[src/design/gffp_pkg.sv]
// ============================================================================
// gffp_pkg: shared types and constants of the grid first-fit placer
// Holds the transaction payload structs, operation and register codes, and
// the command and status bundles between controller and datapath.
// ============================================================================
package gffp_pkg;

    // Default sizes of the occupancy bitmap and the largest rectangle side.
    localparam int MAX_COLUMNS_DEF   = 16;
    localparam int MAX_ROWS_DEF      = 16;
    localparam int MAX_RECT_SIDE_DEF = 4;

    // Configuration port.
    localparam int CFG_IDX_W  = 1;
    localparam int CFG_DATA_W = 5;

    localparam logic [CFG_IDX_W-1:0] CFG_GRID_WIDTH  = 1'd0;
    localparam logic [CFG_IDX_W-1:0] CFG_GRID_HEIGHT = 1'd1;

    localparam logic [CFG_DATA_W-1:0] GRID_WIDTH_RST  = 5'd10;
    localparam logic [CFG_DATA_W-1:0] GRID_HEIGHT_RST = 5'd4;

    // Operation codes.
    localparam logic [1:0] OP_CLEAR = 2'd0;
    localparam logic [1:0] OP_PLACE = 2'd1;
    localparam logic [1:0] OP_FIND  = 2'd2;

    typedef struct packed {
        logic [1:0] opcode;
        logic [3:0] corner_x;
        logic [3:0] corner_y;
        logic [2:0] rect_width;
        logic [2:0] rect_height;
    } t_in_item;

    typedef struct packed {
        logic       found;
        logic [3:0] spot_x;
        logic [3:0] spot_y;
    } t_out_item;

    // Commands from the controller to the datapath.
    typedef struct packed {
        logic load;       // latch the incoming transaction
        logic clear;      // mark every column free
        logic rd;         // read the column at base plus offset
        logic wr;         // write back the column with the place mask merged in
        logic k_inc;      // advance the column offset
        logic col_start;  // start a new candidate column for find
        logic next_col;   // move find to the next column
        logic row_next;   // move find to the next row
        logic hit;        // record a fitting corner
        logic out_load;   // load the result register
    } t_dp_cmd;

    // Status from the datapath to the controller.
    typedef struct packed {
        logic [1:0] in_op;
        logic       place_done;
        logic       col_fit;
        logic       all_issued;
        logic       row_hit;
        logic       row_end;
        logic       out_free;
    } t_dp_sts;

endpackage

[src/design/grid_first_fit_placer_top.sv]
// ============================================================================
// grid_first_fit_placer_top: two-dimensional first-fit grid allocator
// Keeps an occupancy bitmap of the grid; clears it, places rectangles on it
// and finds the first free corner that fits a rectangle, column by column.
// ============================================================================
// Place does a read-modify-write of one bitmap column per step, for each
// column of the rectangle. Find, for each candidate column, reads w columns
// through the single memory read port, then tests one candidate row per
// cycle. One transaction is in work at a time.
// Reset marks every cell free at once and sets the grid to 10 by 4 cells.

module grid_first_fit_placer_top #(
    parameter int MAX_COLUMNS   = gffp_pkg::MAX_COLUMNS_DEF,
    parameter int MAX_ROWS      = gffp_pkg::MAX_ROWS_DEF,
    parameter int MAX_RECT_SIDE = gffp_pkg::MAX_RECT_SIDE_DEF
) (
    input  logic                            i_clk,
    input  logic                            i_rst_n,
    // Configuration write port: grid width at index 0, grid height at 1.
    input  logic                            i_cfg_we,
    input  logic [gffp_pkg::CFG_IDX_W-1:0]  i_cfg_index,
    input  logic [gffp_pkg::CFG_DATA_W-1:0] i_cfg_data,
    // Input transaction channel.
    input  logic                            i_in_valid,
    output logic                            o_in_ready,
    input  gffp_pkg::t_in_item              i_in_data,
    // Result transaction channel; only find produces a result.
    output logic                            o_out_valid,
    input  logic                            i_out_ready,
    output gffp_pkg::t_out_item             o_out_data
);

    // Commands and status between the sequencer and the datapath.
    gffp_pkg::t_dp_cmd cmd;
    gffp_pkg::t_dp_sts sts;

    // The controller accepts a transaction only when it is idle. A pending
    // result sits in the datapath's output register, so a new transaction
    // may start while the previous result has not yet been taken; a find
    // that finishes waits before loading its result until the register is
    // free.
    gffp_ctrl u_ctrl (
        .i_clk      (i_clk),
        .i_rst_n    (i_rst_n),
        .i_in_valid (i_in_valid),
        .o_in_ready (o_in_ready),
        .o_cmd      (cmd),
        .i_sts      (sts)
    );

    // The datapath keeps one bitmap word per column. Place merges a row mask
    // into each touched column; find ORs the w columns of a candidate
    // window together and slides the rectangle height down that mask.
    gffp_dp #(
        .MAX_COLUMNS   (MAX_COLUMNS),
        .MAX_ROWS      (MAX_ROWS),
        .MAX_RECT_SIDE (MAX_RECT_SIDE)
    ) u_dp (
        .i_clk       (i_clk),
        .i_rst_n     (i_rst_n),
        .i_cfg_we    (i_cfg_we),
        .i_cfg_index (i_cfg_index),
        .i_cfg_data  (i_cfg_data),
        .i_in_data   (i_in_data),
        .i_cmd       (cmd),
        .o_sts       (sts),
        .i_out_ready (i_out_ready),
        .o_out_valid (o_out_valid),
        .o_out_data  (o_out_data)
    );

endmodule

[src/design/gffp_ctrl.sv]
// ============================================================================
// gffp_ctrl: sequencing controller of the grid first-fit placer
// Steps through clear, place and find, one transaction at a time, and drives
// the datapath by command bits.
// ============================================================================
module gffp_ctrl (
    input  logic              i_clk,
    input  logic              i_rst_n,
    input  logic              i_in_valid,
    output logic              o_in_ready,
    output gffp_pkg::t_dp_cmd o_cmd,
    input  gffp_pkg::t_dp_sts i_sts
);

    localparam logic [2:0] S_IDLE    = 3'd0;
    localparam logic [2:0] S_PL_RD   = 3'd1;
    localparam logic [2:0] S_PL_WR   = 3'd2;
    localparam logic [2:0] S_FD_COL  = 3'd3;
    localparam logic [2:0] S_FD_RD   = 3'd4;
    localparam logic [2:0] S_FD_SCAN = 3'd5;
    localparam logic [2:0] S_FD_OUT  = 3'd6;

    logic [2:0] r_state;
    logic [2:0] n_state;

    assign o_in_ready = (r_state == S_IDLE);

    always_comb begin
        n_state = r_state;
        o_cmd   = '0;
        unique case (r_state)
            S_IDLE: begin
                if (i_in_valid) begin
                    o_cmd.load = 1'b1;
                    unique case (i_sts.in_op)
                        gffp_pkg::OP_CLEAR: o_cmd.clear = 1'b1;
                        gffp_pkg::OP_PLACE: n_state = S_PL_RD;
                        gffp_pkg::OP_FIND:  n_state = S_FD_COL;
                        default:            n_state = S_IDLE;
                    endcase
                end
            end
            S_PL_RD: begin
                if (i_sts.place_done) begin
                    n_state = S_IDLE;
                end else begin
                    o_cmd.rd = 1'b1;
                    n_state  = S_PL_WR;
                end
            end
            S_PL_WR: begin
                o_cmd.wr    = 1'b1;
                o_cmd.k_inc = 1'b1;
                n_state     = S_PL_RD;
            end
            S_FD_COL: begin
                if (i_sts.col_fit) begin
                    o_cmd.col_start = 1'b1;
                    n_state         = S_FD_RD;
                end else begin
                    n_state = S_FD_OUT;
                end
            end
            S_FD_RD: begin
                if (i_sts.all_issued) begin
                    n_state = S_FD_SCAN;
                end else begin
                    o_cmd.rd    = 1'b1;
                    o_cmd.k_inc = 1'b1;
                end
            end
            S_FD_SCAN: begin
                priority if (i_sts.row_hit) begin
                    o_cmd.hit = 1'b1;
                    n_state   = S_FD_OUT;
                end else if (i_sts.row_end) begin
                    o_cmd.next_col = 1'b1;
                    n_state        = S_FD_COL;
                end else begin
                    o_cmd.row_next = 1'b1;
                end
            end
            S_FD_OUT: begin
                if (i_sts.out_free) begin
                    o_cmd.out_load = 1'b1;
                    n_state        = S_IDLE;
                end
            end
            default: n_state = S_IDLE;
        endcase
    end

    always_ff @(posedge i_clk) begin
        if (!i_rst_n) begin
            r_state <= S_IDLE;
        end else begin
            r_state <= n_state;
        end
    end

endmodule

[src/design/gffp_dp.sv]
// ============================================================================
// gffp_dp: datapath of the grid first-fit placer
// Holds the grid size registers, the column bitmap memory with per-column
// valid bits, the scan counters, the window mask and the result register.
// ============================================================================
module gffp_dp #(
    parameter int MAX_COLUMNS   = gffp_pkg::MAX_COLUMNS_DEF,
    parameter int MAX_ROWS      = gffp_pkg::MAX_ROWS_DEF,
    parameter int MAX_RECT_SIDE = gffp_pkg::MAX_RECT_SIDE_DEF
) (
    input  logic                                i_clk,
    input  logic                                i_rst_n,
    input  logic                                i_cfg_we,
    input  logic [gffp_pkg::CFG_IDX_W-1:0]      i_cfg_index,
    input  logic [gffp_pkg::CFG_DATA_W-1:0]     i_cfg_data,
    input  gffp_pkg::t_in_item                  i_in_data,
    input  gffp_pkg::t_dp_cmd                   i_cmd,
    output gffp_pkg::t_dp_sts                   o_sts,
    input  logic                                i_out_ready,
    output logic                                o_out_valid,
    output gffp_pkg::t_out_item                 o_out_data
);

    localparam int XCW = $clog2(MAX_COLUMNS + MAX_RECT_SIDE + 32);
    localparam int YCW = $clog2(MAX_ROWS + MAX_RECT_SIDE + 32);
    localparam int SW  = $clog2(MAX_RECT_SIDE + 8);
    localparam int XAW = (MAX_COLUMNS > 1) ? $clog2(MAX_COLUMNS) : 1;

    // Grid size registers.
    logic [gffp_pkg::CFG_DATA_W-1:0] r_grid_width;
    logic [gffp_pkg::CFG_DATA_W-1:0] r_grid_height;
    logic [XCW-1:0]                  cols;
    logic [YCW-1:0]                  rows;

    // Transaction and scan registers.
    logic [XCW-1:0]      r_x;
    logic [SW-1:0]       r_k;
    logic [YCW-1:0]      r_y;
    logic [SW-1:0]       r_w;
    logic [SW-1:0]       r_h;
    logic [MAX_ROWS-1:0] r_pmask;
    logic [MAX_ROWS-1:0] r_win;
    logic                r_hit;

    // Bitmap memory, one word per column, and its valid bits.
    logic [MAX_ROWS-1:0]    mem [MAX_COLUMNS];
    logic [MAX_COLUMNS-1:0] r_colv;
    logic [MAX_ROWS-1:0]    r_rd_data;
    logic                   r_rd_v;
    logic                   r_rd_pend;

    logic                r_out_valid;
    gffp_pkg::t_out_item r_out;

    logic [SW-1:0]       side_w;
    logic [SW-1:0]       side_h;
    logic [MAX_ROWS-1:0] pmask_in;
    logic [MAX_ROWS-1:0] hmask;
    logic [XCW-1:0]      col_x;
    logic [XAW-1:0]      addr;
    logic [MAX_ROWS-1:0] rd_word;

    always_comb begin
        cols = (XCW'(r_grid_width) > XCW'(MAX_COLUMNS)) ? XCW'(MAX_COLUMNS)
                                                       : XCW'(r_grid_width);
        rows = (YCW'(r_grid_height) > YCW'(MAX_ROWS)) ? YCW'(MAX_ROWS)
                                                      : YCW'(r_grid_height);
    end

    // A side of zero counts as one; large sides saturate.
    always_comb begin
        side_w = SW'(i_in_data.rect_width);
        if (i_in_data.rect_width == 3'd0) begin
            side_w = SW'(1);
        end else if (side_w > SW'(MAX_RECT_SIDE)) begin
            side_w = SW'(MAX_RECT_SIDE);
        end
        side_h = SW'(i_in_data.rect_height);
        if (i_in_data.rect_height == 3'd0) begin
            side_h = SW'(1);
        end else if (side_h > SW'(MAX_RECT_SIDE)) begin
            side_h = SW'(MAX_RECT_SIDE);
        end
    end

    // Rows covered by a place, clipped to the grid.
    always_comb begin
        for (int i = 0; i < MAX_ROWS; i++) begin
            pmask_in[i] = (i >= int'(i_in_data.corner_y))
                       && (i < int'(i_in_data.corner_y) + int'(side_h))
                       && (i < int'(rows));
        end
    end

    // Rows of the rectangle height, counted from the current scan row.
    always_comb begin
        for (int i = 0; i < MAX_ROWS; i++) begin
            hmask[i] = (i < int'(r_h));
        end
    end

    assign col_x   = r_x + XCW'(r_k);
    assign addr    = col_x[XAW-1:0];
    assign rd_word = r_rd_v ? r_rd_data : '0;

    always_comb begin
        o_sts            = '0;
        o_sts.in_op      = i_in_data.opcode;
        o_sts.place_done = (r_k == r_w) || (col_x >= cols);
        o_sts.col_fit    = (r_x + XCW'(r_w)) <= cols;
        o_sts.all_issued = (r_k == r_w);
        o_sts.row_end    = (r_y + YCW'(r_h)) > rows;
        o_sts.row_hit    = ((r_win & hmask) == '0) && !o_sts.row_end;
        o_sts.out_free   = !r_out_valid || i_out_ready;
    end

    // Configuration registers.
    always_ff @(posedge i_clk) begin
        if (!i_rst_n) begin
            r_grid_width  <= gffp_pkg::GRID_WIDTH_RST;
            r_grid_height <= gffp_pkg::GRID_HEIGHT_RST;
        end else if (i_cfg_we) begin
            if (i_cfg_index == gffp_pkg::CFG_GRID_WIDTH) begin
                r_grid_width <= i_cfg_data;
            end else if (i_cfg_index == gffp_pkg::CFG_GRID_HEIGHT) begin
                r_grid_height <= i_cfg_data;
            end
        end
    end

    // Bitmap memory: one read and one write port.
    always_ff @(posedge i_clk) begin
        if (i_cmd.wr) begin
            mem[addr] <= rd_word | r_pmask;
        end
        if (i_cmd.rd) begin
            r_rd_data <= mem[addr];
            r_rd_v    <= r_colv[addr];
        end
    end

    // Valid bits: a column that is not valid reads as free.
    always_ff @(posedge i_clk) begin
        if (!i_rst_n) begin
            r_colv    <= '0;
            r_rd_pend <= 1'b0;
        end else begin
            r_rd_pend <= i_cmd.rd;
            if (i_cmd.clear) begin
                r_colv <= '0;
            end else if (i_cmd.wr) begin
                r_colv[addr] <= 1'b1;
            end
        end
    end

    // Scan counters and window mask.
    always_ff @(posedge i_clk) begin
        if (i_cmd.load) begin
            r_x     <= (i_in_data.opcode == gffp_pkg::OP_PLACE) ?
                       XCW'(i_in_data.corner_x) : '0;
            r_k     <= '0;
            r_y     <= '0;
            r_w     <= side_w;
            r_h     <= side_h;
            r_pmask <= pmask_in;
        end else begin
            if (i_cmd.k_inc) begin
                r_k <= r_k + SW'(1);
            end
            if (i_cmd.col_start) begin
                r_k <= '0;
                r_y <= '0;
            end
            if (i_cmd.next_col) begin
                r_x <= r_x + XCW'(1);
            end
            if (i_cmd.row_next) begin
                r_y <= r_y + YCW'(1);
            end
        end
        if (i_cmd.col_start) begin
            r_win <= '0;
        end else if (i_cmd.row_next) begin
            r_win <= r_win >> 1;
        end else if (r_rd_pend) begin
            r_win <= r_win | rd_word;
        end
    end

    always_ff @(posedge i_clk) begin
        if (!i_rst_n) begin
            r_hit <= 1'b0;
        end else if (i_cmd.load) begin
            r_hit <= 1'b0;
        end else if (i_cmd.hit) begin
            r_hit <= 1'b1;
        end
    end

    // Result register.
    always_ff @(posedge i_clk) begin
        if (!i_rst_n) begin
            r_out_valid <= 1'b0;
        end else if (i_cmd.out_load) begin
            r_out_valid <= 1'b1;
        end else if (i_out_ready) begin
            r_out_valid <= 1'b0;
        end
    end

    always_ff @(posedge i_clk) begin
        if (i_cmd.out_load) begin
            r_out.found  <= r_hit;
            r_out.spot_x <= r_hit ? 4'(r_x) : 4'd0;
            r_out.spot_y <= r_hit ? 4'(r_y) : 4'd0;
        end
    end

    assign o_out_valid = r_out_valid;
    assign o_out_data  = r_out;

endmodule

[config.mk]
export PLATFORM = sky130hd
export DESIGN_NAME = grid_first_fit_placer_top
export DESIGN_NICKNAME = d
export VERILOG_FILES = /design/src/design/gffp_pkg.sv /design/src/design/grid_first_fit_placer_top.sv /design/src/design/gffp_ctrl.sv /design/src/design/gffp_dp.sv
export SDC_FILE = /design/constraint.sdc
export NUM_CORES = 1
export LEC_CHECK = 0
export BUFFER_PORTS_ARGS = -buffer_cell sky130_fd_sc_hd__buf_4
export CAP_MARGIN = 40
export CORE_ASPECT_RATIO = 1.4
export CORE_MARGIN = 2
export CORE_UTILIZATION = 52
export CTS_CLUSTER_DIAMETER = 60
export DETAILED_ROUTE_END_ITERATION = 8
export PLACE_DENSITY = 0.68
export SLEW_MARGIN = 30
export SYNTH_ARGS = -nofsm -noshare
export SYNTH_HDL_FRONTEND = slang
export SYNTH_HIERARCHICAL = 1
export SYNTH_SLANG_ARGS = --single-unit
[constraint.sdc]
create_clock -name i_clk -period 4.7 [get_ports i_clk]
set_clock_uncertainty 0.05 [all_clocks]
set_input_delay 0.47 -clock i_clk [delete_from_list [all_inputs] [get_ports i_clk]]
set_output_delay 0.47 -clock i_clk [all_outputs]
set_load 0.005 [all_outputs]
After elaboration in Yosys (flattened, before gate mapping)

Memories as Yosys holds them, arrays and structs flattened. A register that Yosys moved wholly into a read port is not among the register bits.
Index checks and enable logic that the tools add are counted.

Memories kept: 1
Bits in registers: 98
Bits of input ports: 27
Bits in writable memories: 256

Memory list:

| memory   | depth | width | rd ports | clocked after memory_dff | wr ports | RTL line      | text |
|---|---|---|---|---|---|---|---|
| u_dp.mem | 16    | 16    | 1        | 1                        | 1        | gffp_dp.sv:46 | `logic [MAX_ROWS-1:0] mem [MAX_COLUMNS];` |

Reductions and logical operators: 54
Bitwise operators: 6
Magnitude comparators: 71
Eq/ne operators: 14
Add/subtract/negate cells: 7
Multiplexer cells: 47

Operators with widths:

| operator              | number |
|---|---|
| $lt A5 B32 Y1 const A | 8 |
| $lt A4 B32 Y1 const A | 4 |
| $lt A3 B32 Y1 const A | 2 |
| $lt A4 B6 Y1 const A  | 8 |
| $or A16 B16 Y16       | 3 |
| $logic_and A1 B1 Y1   | 33 |
| $lt A1 B32 Y1 const A | 1 |
| $lt A2 B32 Y1 const A | 1 |
| $mux W15              | 2 |
| $ge A4 B4 Y1 const A  | 7 |
| $lt A4 B4 Y1 const A  | 7 |
| $lt A3 B6 Y1 const A  | 4 |
| $mux W3               | 8 |
| $mux W6               | 4 |
| $pmux W3 S7           | 1 |
| $add A6 B4 Y6         | 3 |
| $mux W1               | 17 |
| $and A16 B15 Y16      | 1 |
| $ge A3 B4 Y1 const A  | 4 |
| $logic_not A16 Y1     | 1 |
| $lt A3 B4 Y1 const A  | 4 |
| $mux W16              | 1 |
| $add A6 B1 Y6 const B | 2 |
| $lt A1 B6 Y1 const A  | 2 |
| 38 further kinds      | 71 |

Depth between registers and ports, before layout

Gate-level depths: netlist of run 1.

Word-level depth: 9
Gate-level depth with buffers: 19

Cells and area by module

Netlist of run 1, hierarchy kept.

Modules (own cells, without submodules):

| module    | cells each | area each (um^2) | instances |
|---|---|---|---|
| gffp_dp   | 932        | 15394.8          | 1 |
| gffp_ctrl | 51         | 366.6            | 1 |

Least setup slack after synthesis of run 1

No wires, ideal clock.

Path type: register -> register
From: register u_dp.r_x[0]
To: register u_dp.r_rd_data[0], read port of u_dp.mem (enable)
Stages on the path, launching flop included: 15
Arrival: 3570 ps
Slack: 688 ps
Setup time: 391 ps
Clock period less this slack: 4012 ps
Cells stage by stage: edfxtp_1 > ha_1 > inv_1 > fa_1 > clkbuf_1 > buf_2 > inv_1 > ha_1 > a21boi_0 > o21ai_0 > a21oi_1 > or4_1 > nor2_1 > a21oi_1 > nor2_1

RTL lines:

| what                     | RTL line       | text |
|---|---|---|
| start: declaration       | gffp_dp.sv:36  | `logic [XCW-1:0] r_x;` |
| start signal: assignment | gffp_dp.sv:160 | `r_x <= (i_in_data.opcode == gffp_pkg::OP_PLACE) ?` |
| start signal: assignment | gffp_dp.sv:176 | `r_x <= r_x + XCW'(1);` |
| end: declaration         | gffp_dp.sv:48  | `logic [MAX_ROWS-1:0] r_rd_data;` |

==> results of run 1 <==
==> metrics by stage <==
stage | hold slack (ps) | cell area [um2] | utilization [%]
4_1_cts | 79.7 | 17800 | 59.6
6_report | 99.9 | 17800 | 59.6
3_3_place_gp | 389 | 16600 | 55.5
2_1_floorplan | 382 | 15800 | -
5_1_grt | 90.9 | 17800 | 59.6
3_5_place_dp | 396 | 16700 | 55.6
==> placed cells by master (no fill, tap or decap), types with 6 or more instances in the layout <==
cell type and n:
edfxtp_1 310, mux4_2 76, buf_4 66, dfxtp_1 58, nor2_1 52, a21oi_1 40
nand2_1 40, clkbuf_16 37, ha_1 34, inv_1 32, a21o_1 27, nand3_1 23
o21ai_0 22, a31oi_1 18, o21a_1 17, nor3_2 16, nor2b_1 12, and2_1 12
xor2_1 12, clkbuf_1 11, nor3_1 11, xnor2_1 10, mux4_1 9, and3_1 7
nor3b_1 7, a211oi_1 7, mux2i_1 7, a21boi_0 6
==> layout make-up <==
cell class | count | area share, %
clock inverters | 11 | 0.799
flip-flops and latches | 368 | 58.7
repair buffers | 71 | 3.29
well taps | 385 | 2.70
inverters | 34 | 0.715
clock buffers | 53 | 5.81
multi-input cells | 525 | 28.0
==> metal layers <==
metal	global-route usage, %	up-vias	wire (um)	share of wire [%]
met4	7.15	0	873	2.6
met2	37.9	222	17400	52
met1	27.9	4407	13300	40
met5	0	-	0	0
met3	3.10	63	1630	4.9
li1	-	3943	-	-
==> critical path, cell delays in order (launching register included) <==
cell,delay [ps]
edfxtp_1,440
ha_1,300
a21o_1,180
a21oi_1,270
xnor2_1,130
ha_1,310
nand2_1,70
o21ai_0,180
a21oi_1,120
o211a_1,270
nor4bb_1,340
nand2b_1,160
inv_1,410
buf_4,340
nor2_1,70
a21oi_1,130
nor2_1,50
==> state kept, by name, summed over array words and instances, names as in the netlist <==
name	flops
u_ctrl/r_state	3
u_dp/mem	256
u_dp/o_out_data	9
u_dp/o_out_valid	1
u_dp/r_colv	16
u_dp/r_grid_height	5
u_dp/r_grid_width	5
u_dp/r_h	3
u_dp/r_hit	1
u_dp/r_k	4
u_dp/r_pmask	16
u_dp/r_rd_data	16
u_dp/r_rd_pend	1
u_dp/r_rd_v	1
u_dp/r_w	3
u_dp/r_win	16
u_dp/r_x	6
u_dp/r_y	6
==> where the power goes <==
| group | switching, mW | leakage, nW | internal (mW) |
|---|---|---|---|
| registers | 0.0859 | 3.28 | 3.68 |
| clock network | 1.17 | 0.580 | 1.70 |
| logic | 0.560 | 2.44 | 0.511 |
==> path summary, 6_finish.rpt <==
kind                                        to      startpoint  depth (start not counted)  slack (ps)
worst max-delay path             u_dp/r_win[7]     u_dp/r_h[1]                         16         740
worst min-delay path               u_dp/r_h[2]    i_in_data[2]                          1         100
worst max register to register   u_dp/r_win[7]     u_dp/r_h[1]                         16         740
worst min register to register  u_dp/r_colv[2]  u_dp/r_colv[2]                          1         410
==> cell families (layout without fill, tap and decap cells) <==
group / after synthesis / in the layout / share of synthesized area [%]
XOR/XNOR: 24 / 24 / 1.50
multiplexers: 94 / 94 / 13.0
flip-flops: 368 / 368 / 66.4
buffers and inverters: 90 / 169 / 2.53
adder cells (fa/ha/maj): 39 / 39 / 3.29
AND/OR/NAND/NOR: 204 / 204 / 6.40
AO/OA/AOI/OAI: 164 / 164 / 6.88
==> run metrics, run 1 <==
outcome=completed; Fillers=2,188; Vias=8,635; Reg clk slew, reported paths=60 ps; PwrDens=432 nW/um2; VDD IR-drop max=~0.00030 V; Final Wtd Congestion=0.809; dpl cells=roughly 1,400; max_cap viols=0; count leader, synth=edfxtp_1; fin crit share=84.3%; final setup fails=0; Remaining Overflow, GRT=0; Critical Path RT=5060 ps; number of remaining DRC errors=0; buffers added on ports=37; Die Span X=151 um; gate count after technology mapping=983; largest fanout on the critical path=24; synthesized area=15,800 um2; GRT Total Usage=21.7%; WL/cell=approximately 23 um; Post-CTS Resized=0; FF+latch count, synth=around 370; H-Tree Depth=2; Tot Pwr=between 7 and 8 mW; Hold Path Class=input port to flip-flop; Synth area leaders=edfxtp_1 59%, mux4_2 11%, dfxtp_1 7.4%; share of cells above drive strength 1=21.7%; clk buf depth=3; clk sinks=368; First-pass DRT Iterations=5; Pins Over Slew Limit=0; vias in the first global route=8,754; # rows=between 70 and 80; Synth Area per Inst=16.0 um2; first-pass GRT wire length=50,900 um; post-detail-place hpwl=21,100 um; diode count=0; Leakage Power=6.30 nW; total negative slack=0 ps; initial antenna violation count=0; dpl ws=783 ps; register area=between 10,000 and 15,000 um2; post-route minimum period=just under 4000 ps; Synth cell types=62; Die Y=210 um; CTS Hold Buffers Added=0; CTS tree=done; DR iter-0 viols=622; Detailed Route WL=33,200 um; top post-synthesis cells by count=310 x edfxtp_1, 76 x mux4_2, 58 x dfxtp_1, 53 x nor2_1; CP arrival=4330 ps; Area growth, synth to finish=13.2%; actual slew at the worst max-slew pin=839 ps; Hold Vio Cnt, Final=0; RSZ-0062 raised after global routing=no; critical path class=flip-flop to flip-flop; worst-skew pair later-pin latency=540 ps; footprint of the multi-input gates=5000 um2; Non-Filler Instances=1,447; largest area contributor in the netlist=edfxtp_1; sequential fraction of the synthesis area=66.4%; Post-synth ARST share=0%; Yosys warning total=6; Die Area=31,700 um2; routed vias/inst=5.97; placeable core area=about 30,000 um2; share of the synthesized area in the top cell type=59.1%; Inserted Clock Buffers=35; Root Buffer=clkbuf_16; largest net degree at the start of global routing=53; number of synthesized flops with an enable pin=310; element type at the critical path end=flip-flop; post-CTS setup buffers=0; IO Pins=38; Setup WS post-layout=736 ps; fmax=0.252 GHz; Main synth FF type=edfxtp_1; post-route ant nets=0; Initial Utilization=a little over half; Final #Nets=1,101; Max transition margin=between 40% and 50%; CP startpoint kind=flip-flop; post-synth net total=1,049
No activity file was read; power rests on OpenSTA's default activity.
==> run 2: changes to the inputs <==
- ABC_AREA: unset -> 1
- clock period: 4.7 -> 3.65 ns (I/O delays scaled with it)
==> run metrics, run 2 <==
outcome=completed; Psw=6.77 mW (+270%); total negative slack=0 ps (unchanged); post-route minimum period=3410 ps (-558 ps); Final Wtd Congestion=0.863 (+6.6%); Initial Utilization=52.8% (+0.13 points); Root Buffer=clkbuf_16; Gate power share=42.6% (+29 points); CP startpoint kind=flip-flop; worst-path cell chain=ha_1 -> inv_1 -> fa_1 -> o21ai_0 -> xor2_1 -> inv_1 -> ha_1 -> nand3_1 -> nor2_1 -> nand2_1 -> nand3_1 -> nand2_1 -> nand2_1 -> nor2_2 -> nor2_1 -> nand2_1 -> inv_4 -> inv_1 -> buf_4 -> o221ai_1 -> inv_1; First-pass DRT Iterations=5 (unchanged); initial antenna violation count=0 (unchanged); worst-skew pair later-pin latency=520 ps (-20 ps); Detailed Route WL=38,800 um (+17%); first-pass GRT wire length=60,400 um (+19%); Largest Register=u_dp/mem; number of remaining DRC errors=0 (unchanged); post-synth net total=1,649 (+57%); gate count after technology mapping=1,583 (+61%); P_int=9.80 mW (+66%); clock share of power=21.7% (-16 points); hold_ws=26.2 ps (-73.7 ps); slowest stage cell, crit path=edfxtp_1; Synth area leaders=edfxtp_1 57%, nand2_1 13%, dfxtp_1 7.2%; Min-Delay Startpoint=i_in_data[2]; largest fanout on the critical path=10 (-58%); share of cells above drive strength 1=9.92% (-12 points); final setup fails=0 (unchanged); diode count=0 (unchanged); max_cap viols=0 (unchanged); placeable core area=30,700 um2 (+2.6%); CP arrival=3770 ps (-560 ps); VDD IR-drop max=0.000647 V (+110%); Hold Path Class=input port to flip-flop; r2r setup slk=240 ps (-490 ps); Die Area=32,600 um2 (+2.8%); footprint of the multi-input gates=4790 um2 (-4.2%); Leakage Power=7.36 nW (+17%); register area=10,500 um2 (about the same); WL/cell=18.8 um (-18%); Slowest Stage Delay on Critical Path=410 ps (-30 ps); post-detail-place hpwl=24,000 um (+14%); Worst Path Buf+Inv=6 (+4); largest area contributor in the netlist=edfxtp_1; most common cell after layout, fill and taps aside=nand2_1; count leader, synth=nand2_1; # rows=76 (+1.3%); CP Launch Point=u_dp/r_h[0]; Main synth FF type=edfxtp_1; Sw Ratio=40.9% (+17 points); post-route ant nets=0 (unchanged); Remaining Overflow, GRT=0 (unchanged); GRT Total Usage=24.0% (+2.3 points); Die Y=213 um (+1.4%); Reg2Reg Launch Point=u_dp/r_h[0]; Area growth, synth to finish=12.5%; synthesized area=16,200 um2 (+2.9%); Max transition margin=57.2% (+13 points); top post-synthesis cells by count=545 x nand2_1, 310 x edfxtp_1, 174 x inv_1, 72 x nor2_1, 71 x nand4_1; buffers added on ports=37 (unchanged); Fillers=2,538 (+16%); RSZ-0062 raised after global routing=no; Die Span X=153 um (+1.4%); most frequent cells in the layout=545 x nand2_1, 310 x edfxtp_1, 173 x inv_1; max reg flops=256 (unchanged); share of the synthesized area in the top cell type=57.4% (-1.6 points); vias in the first global route=11,131 (+27%); number of synthesized flops with an enable pin=310 (unchanged); element type at the critical path end=flip-flop; Hold Vio Cnt, Final=0 (unchanged); fin crit share=93.3% (+9.0 points); Pins Over Slew Limit=0 (unchanged); clk buf depth=3 (unchanged); actual slew at the worst max-slew pin=642 ps (-197 ps); Yosys warning total=6 (unchanged); Seq pwr share=35.6% (-13 points); sequential fraction of the synthesis area=64.6% (-1.8 points); Reg clk slew, reported paths=60 ps (about the same); PwrDens=909 nW/um2 (+110%); fmax=0.294 GHz (+16%); clk sinks=368 (unchanged); Vias=11,372 (+32%); Final #Nets=1,713 (+56%); largest net degree at the start of global routing=69 (+30%); critical path class=flip-flop to flip-flop; DR iter-0 viols=802 (+29%); Post-synth ARST share=0% (unchanged); FF+latch count, synth=368 (unchanged); cell family with most CP delay=adder cells; routed vias/inst=5.51 (-7.6%); Synth Area per Inst=10.2 um2 (-36%); Critical Path RT=4010 ps (-1050 ps); H-Tree Depth=2 (unchanged); IO Pins=38 (unchanged); Synth cell types=42 (-32%); Inserted Clock Buffers=35 (unchanged); CTS tree=done
## run 2: cell count changes in the layout (fill, tap and decap cells not counted), moves of 17 or more
cell | before | now
nor3_1 | 11 | 29
o21a_1 | 17 | 0
nand2_1 | 40 | 545
nand4_1 | 2 | 71
inv_1 | 32 | 173
nand3_1 | 23 | 49
a21o_1 | 27 | 2
mux4_2 | 76 | 0
a31oi_1 | 18 | 1
## run 2: worst reg2reg max path, delay by kind of cell (launching register included)
family	cells	cell delay, ps
AND/OR/NAND/NOR	9	830
buffers and inverters	6	540
AO/OA/AOI/OAI	2	400
flip-flops	1	410
XOR/XNOR	1	170
adder cells (fa/ha/maj)	3	900
## run 2: path summary, 6_finish.rpt
check / to / cells past startpoint
worst max-delay path: u_dp/r_win[12] / 21
worst min-delay path: u_dp/r_h[2] / 1
worst max register to register: u_dp/r_win[12] / 21
worst min register to register: u_dp/r_colv[14] / 2
## run 2: kinds of logic (layout without fill, tap and decap cells)
logic type / count (synthesis) / in the layout / share of synthesized area (%)
xor gates and xnor gates: 13 / 13 / 0.749
adders and majority gates: 39 / 39 / 3.20
AOI/OAI and AO/OA: 143 / 143 / 5.22
and+or+nand+nor: 779 / 779 / 20.0
buffers and inverters: 241 / 331 / 6.23
DFF: 368 / 368 / 64.6
## run 2: cell type report
type / count / area share (%)
repair buffers: 84 / 3.66
well taps: 390 / 2.68
clock buffers: 43 / 5.20
clock inverters: 20 / 0.988
multi-input cells: 974 / 26.3
flip-flops and latches: 368 / 57.4
inverters: 184 / 3.80
## run 2: repair_timing
action                                  in CTS  in global routing
hold endpoints to repair                     0                  0
endpoints found under the setup margin       0                 19
hold buffers                                 0                  0
setup buffers                                0                  0
resized for setup                            0                  7
## run 2: metal layers
layer  vias to the layer above  share of wire, %  global-route usage (%)
li1                       5448                 -                       -
met1                      5503                40                    28.8
met2                       339                52                    44.1
met3                        82               4.8                    3.39
met4                         0               3.2                    8.33
met5                         -                 0                       0
## run 2: stage by stage
| stage | utilization, % | area, um2 | power [mW] | instances | setup slack (ps) |
|---|---|---|---|---|---|
| floorplan | - | 16200 | 10.8 | 1583 | 373 |
| global placement | 55.4 | 17000 | 12.9 | 1989 | 271 |
| detailed placement | 55.6 | 17100 | 13.0 | 2000 | 87.5 |
| CTS | 59.3 | 18200 | 16.7 | 2063 | 61.4 |
| global route | 59.4 | 18200 | 17.7 | 2063 | 2.32 |
| finish | 59.4 | 18200 | 16.6 | 2063 | 244 |
## run 2: power groups by stage
stage,combinational (mW),clock (mW),sequential [mW]
5_1_grt,7.94,3.80,5.95
2_1_floorplan,4.91,0,5.87
4_1_cts,7.12,3.66,5.90
6_report,7.07,3.60,5.91
3_3_place_gp,6.87,0,5.99
3_5_place_dp,7.06,0,5.98
